===== src/design/argon2_block_compress_assert.svh =====
// Assertion macros for the Argon2 block compression core.
// Depends on nothing; included by the top level.
`ifndef ARGON2_BLOCK_COMPRESS_ASSERT_SVH
`define ARGON2_BLOCK_COMPRESS_ASSERT_SVH
`ifndef NO_ASSERTIONS
`define AB_ASSERT_IMP(label, clk, rstn, ante, cons) \
    label: assert property (@(posedge clk) disable iff (!rstn) (ante) |-> (cons)) \
        else $error("assertion failed");
`define AB_ASSERT_NEXT(label, clk, rstn, ante, cons) \
    label: assert property (@(posedge clk) disable iff (!rstn) (ante) |=> (cons)) \
        else $error("assertion failed");
`else
`define AB_ASSERT_IMP(label, clk, rstn, ante, cons)
`define AB_ASSERT_NEXT(label, clk, rstn, ante, cons)
`endif
`endif


===== src/design/argon2_pkg.sv =====
// Shared types, constants and mixing helpers for the Argon2 compression core.
// Depends on nothing.
`default_nettype none
package argon2_pkg;
    localparam int BLOCK_WORDS_DEF = 128;
    localparam int ROT_A = 32;
    localparam int ROT_B = 24;
    localparam int ROT_C = 16;
    localparam int ROT_D = 63;

    typedef enum logic [2:0] {
        ST_LOAD, ST_COPY, ST_RD, ST_MIX, ST_WR, ST_OUT
    } state_t;

    // Product of the low halves for the multiply-augmented add: a + b + 2*lo(a)*lo(b).
    function automatic logic [63:0] mul_lo(input logic [63:0] x, input logic [63:0] y);
        mul_lo = x[31:0] * y[31:0];
    endfunction

    function automatic logic [63:0] rotr(input logic [63:0] x, input int n);
        rotr = (x >> n) | (x << (64 - n));
    endfunction
endpackage
`default_nettype wire


===== src/design/argon2_mix.sv =====
// Shared mixing unit: one of the four add/xor/rotate steps of the Argon2 (BlaMka) G
// function per call (multiply registered, then add/xor/rotate). Uses argon2_pkg.
`default_nettype none
module argon2_mix
    import argon2_pkg::*;
(
    input  wire logic        aclk,
    input  wire logic        start,
    input  wire logic [1:0]  phase,
    input  wire logic [63:0] in_x,
    input  wire logic [63:0] in_y,
    input  wire logic [63:0] in_z,
    output logic      [63:0] out_x,
    output logic      [63:0] out_z
);
    logic [63:0] prod_reg;
    logic [63:0] x_reg, y_reg, z_reg;
    logic [1:0]  ph_reg;
    logic [63:0] sum, t;

    // Register the product
    always_ff @(posedge aclk) begin
        if (start) begin
            prod_reg <= mul_lo(in_x, in_y);
            x_reg <= in_x;
            y_reg <= in_y;
            z_reg <= in_z;
            ph_reg <= phase;
        end
    end

    // x = x + y + 2p, z = rot(z ^ x)
    always_comb begin
        sum = x_reg + y_reg + {prod_reg[62:0], 1'b0};
        t = z_reg ^ sum;
        case (ph_reg)
            2'd0: out_z = rotr(t, ROT_A);
            2'd1: out_z = rotr(t, ROT_B);
            2'd2: out_z = rotr(t, ROT_C);
            default: out_z = rotr(t, ROT_D);
        endcase
        out_x = sum;
    end
endmodule
`default_nettype wire


===== config.mk =====
export PLATFORM = sky130hd
export DESIGN_NAME = argon2_mix
export DESIGN_NICKNAME = d
export VERILOG_FILES = /design/src/design/argon2_block_compress_assert.svh /design/src/design/argon2_pkg.sv /design/src/design/argon2_mix.sv
export SDC_FILE = /design/constraint.sdc
export NUM_CORES = 2
export LEC_CHECK = 0
export BUFFER_PORTS_ARGS = -buffer_cell sky130_fd_sc_hd__buf_4
export CORE_ASPECT_RATIO = 0.6
export CORE_MARGIN = 10
export CORE_UTILIZATION = 65
export CTS_BUF_LIST = sky130_fd_sc_hd__clkbuf_8
export DETAILED_ROUTE_END_ITERATION = 6
export PLACE_DENSITY_LB_ADDON = 0.12
export SYNTH_ARGS = -nofsm -noshare
export SYNTH_HDL_FRONTEND = slang
export SYNTH_SLANG_ARGS = --single-unit

===== constraint.sdc =====
create_clock -name aclk -period 10.4 [get_ports aclk]
set_input_delay 1.04 -clock aclk [delete_from_list [all_inputs] [get_ports aclk]]
set_output_delay 1.04 -clock aclk [all_outputs]
set_load 0.03 [all_outputs]

==> results.sh <==
export IMPL_core_rowCount=77
export IMPL_setup_viol=0
export IMPL_synth_edff_count=257
export IMPL_total_negative_slack_for_setup_checks_ps=0
export IMPL_synthesis_nets=6404
export IMPL_tightestPinTransition_ps=1063
export IMPL_yosysWarnings=0
export IMPL_wl_um=143100
export IMPL_avgRoutedWirePerCell_um=23.68
export IMPL_cell_at_the_slowest_stage_of_the_critical_path="sky130_fd_sc_hd__a211oi_1"
export IMPL_mappedNetlistArea_um2=48540
export IMPL_area_of_the_multi_input_gates_um2=36490
export IMPL_timing_final_max_slew_violations=0
export IMPL_fp_dieW_um=372.8
export IMPL_setup_ws_ps=1177
export IMPL_clkTransAtPathRegs_ps=80
export IMPL_grtUsageTotal=0.3361
export IMPL_cts_htree_levels=2
export IMPL_setup_repair_after_global_routing_missed_its_margin="no"
export IMPL_core_area_um2=73800
export IMPL_cts_tree="yes"
export IMPL_synth_avg_cell_area_um2=9.846
export IMPL_clock_sinks=257
export IMPL_dp_worst_setup_slack_ps=750.1
export IMPL_cts_buffers=38
export IMPL_fin_crit_sh=0.8868
export IMPL_worst_ep_required_time_ps=10720
export IMPL_number_of_iterations_in_the_first_detailed_routing_pass=5
export IMPL_postSynthRegisterBits=257
export IMPL_globalRouteOverflowTotal=0
export IMPL_die_area_um2=86370
export IMPL_gp_congestion=1.017
export IMPL_timing_max_cap_violations=0
export IMPL_wire_length_of_the_first_global_routing_pass_um=226700
export IMPL_critPathLaunchType="primary input"
export IMPL_net_count_reported_at_finish=6498
export IMPL_grt_antenna_before_repair=5
export IMPL_vias_per_cell=6.011
export IMPL_post_route_min_period_ps=9223
export IMPL_first_global_vias=37662
export IMPL_synth_main_ff_cell="sky130_fd_sc_hd__edfxtp_1"
export IMPL_synth_async_sr_flop_share=0
export IMPL_fillerInstances=5668
export IMPL_fin_hold_ws_ps=586.1
export IMPL_grt_start_max_net_pins=106
export IMPL_ant_nets=0
export IMPL_drt_iter0_markers=4121
export IMPL_ioPinCount=324
export IMPL_hold_viol_final=0
export IMPL_die_height_um=231.7
export IMPL_end_kind="flop"
export IMPL_synth_sequential_area_ratio=0.1590
export IMPL_ctsHoldBuffers=0
export IMPL_worstHoldPathCells=1
export IMPL_initial_utilization=0.6578
export IMPL_sequential_cell_area_um2=7717
export IMPL_cts_repair_resized=0
export IMPL_dp_hpwl_um=113400
export IMPL_max_slew_margin_rel=0.2912
export IMPL_worst_path_buf_inv=5
export IMPL_worstSetupPathType="in2reg"
export IMPL_cts_setup_buffers=0
export IMPL_clock_fmax_ghz=0.1084
export IMPL_timing_critical_path_slowest_cell_delay_ps=690
export IMPL_port_buffers=323
export IMPL_synth_cells=4930
export IMPL_cts_root_buf="sky130_fd_sc_hd__clkbuf_8"
export IMPL_run_status="completed"
export IMPL_crit_path_frequent_cell="sky130_fd_sc_hd__fa_1"
export IMPL_area_delta_synth_final_pct=7.160
export IMPL_worst_ep_arrival_time_ps=9540
export IMPL_fraction_of_final_layout_cells_sized_beyond_drive_strength_1=0.08431
export IMPL_route_detailed_drc=0
export IMPL_timing_hold_worst_class="in2reg"
export IMPL_path_delay_family="adder cells"
export IMPL_worst_path_stages=25
export IMPL_via_count=36316
export IMPL_post_synth_num_cell_types=87
export IMPL_path_max_fanout=33
export IMPL_clock_path_buffers=3
-- routing by layer --
metal,track usage,wire length (um)
met3,0.08647,17510
met5,0,24
met2,0.4941,62080
met4,0.05118,2317
met1,0.5095,61130
-- final timing paths --
check / startpoint / endpoint / slack, ps
worst max-delay path: in_y[15] / prod_reg[62] / 1180
worst min-delay path: phase[1] / ph_reg[1] / 590
-- cell usage after synthesis (18+ instances only) --
| master | n | area, um^2 |
|---|---|---|
| sky130_fd_sc_hd__nand2_1 | 584 | 2192 |
| sky130_fd_sc_hd__nor2_1 | 111 | 416.7 |
| sky130_fd_sc_hd__a31oi_1 | 34 | 212.7 |
| sky130_fd_sc_hd__a21o_1 | 71 | 533.0 |
| sky130_fd_sc_hd__edfxtp_1 | 257 | 7717 |
| sky130_fd_sc_hd__nor3_1 | 25 | 125.1 |
| sky130_fd_sc_hd__a211oi_1 | 18 | 135.1 |
| sky130_fd_sc_hd__xnor2_1 | 94 | 823.3 |
| sky130_fd_sc_hd__fa_1 | 958 | 19180 |
| sky130_fd_sc_hd__and3_1 | 21 | 131.4 |
| sky130_fd_sc_hd__o21bai_1 | 18 | 135.1 |
| sky130_fd_sc_hd__nand3_1 | 27 | 135.1 |
| sky130_fd_sc_hd__a21oi_1 | 168 | 840.8 |
| sky130_fd_sc_hd__xor2_1 | 69 | 604.3 |
| sky130_fd_sc_hd__inv_1 | 875 | 3284 |
| sky130_fd_sc_hd__clkbuf_1 | 270 | 1013 |
| sky130_fd_sc_hd__nand4_1 | 33 | 206.5 |
| sky130_fd_sc_hd__o21ai_0 | 93 | 465.5 |
| sky130_fd_sc_hd__ha_1 | 320 | 4004 |
| sky130_fd_sc_hd__o211ai_1 | 27 | 202.7 |
| sky130_fd_sc_hd__and2_1 | 615 | 3847 |
-- cell type report --
type | instances | area share
Antenna cell | 2 | 0.00009621
Tap cell | 987 | 0.02374
Sequential cell | 257 | 0.1484
Timing Repair Buffer | 331 | 0.04791
Clock inverter | 31 | 0.005099
Multi-Input combinational cell | 3520 | 0.7015
Clock buffer | 38 | 0.01005
Inverter | 876 | 0.06321
-- cell families (layout without fill, tap and decap cells) --
family                     after synthesis  count (layout)  share of synthesized area
other                                    0               2                          0
DFF                                    257             257                     0.1590
muxes                                   14              14                   0.004511
buffers and inverters                 1153            1276                    0.08926
xor gates and xnor gates               182             182                    0.03841
adders and majority gates             1278            1278                     0.4776
AOI/OAI and AO/OA                      559             559                    0.07580
and+or+nand+nor                       1487            1487                     0.1555
-- placed cells by master (no fill, tap or decap), drive strengths merged, types with 18 or more instances in the layout --
cell type	instances
fa	958
inv	882
and2	615
nand2	584
buf	331
ha	320
edfxtp	257
a21oi	168
nor2	111
o21ai	96
xnor2	94
a21o	71
xor2	69
clkbuf	38
a31oi	34
nand4	33
nand3	28
o211ai	27
nor3	25
and3	22
clkinv	20
a211oi	19
o21bai	18
-- metrics by stage --
step	instances	area [um^2]	utilization
finish	6042	52020	0.7049
global route	6041	52020	0.7048
CTS	6040	52010	0.7048
detailed placement	5971	51230	0.6941
global placement	5971	51230	0.6941
floorplan	4930	48540	-
Power is not shown: default switching activity piles up to over one toggle a cycle in this logic, so the estimate is an artifact.
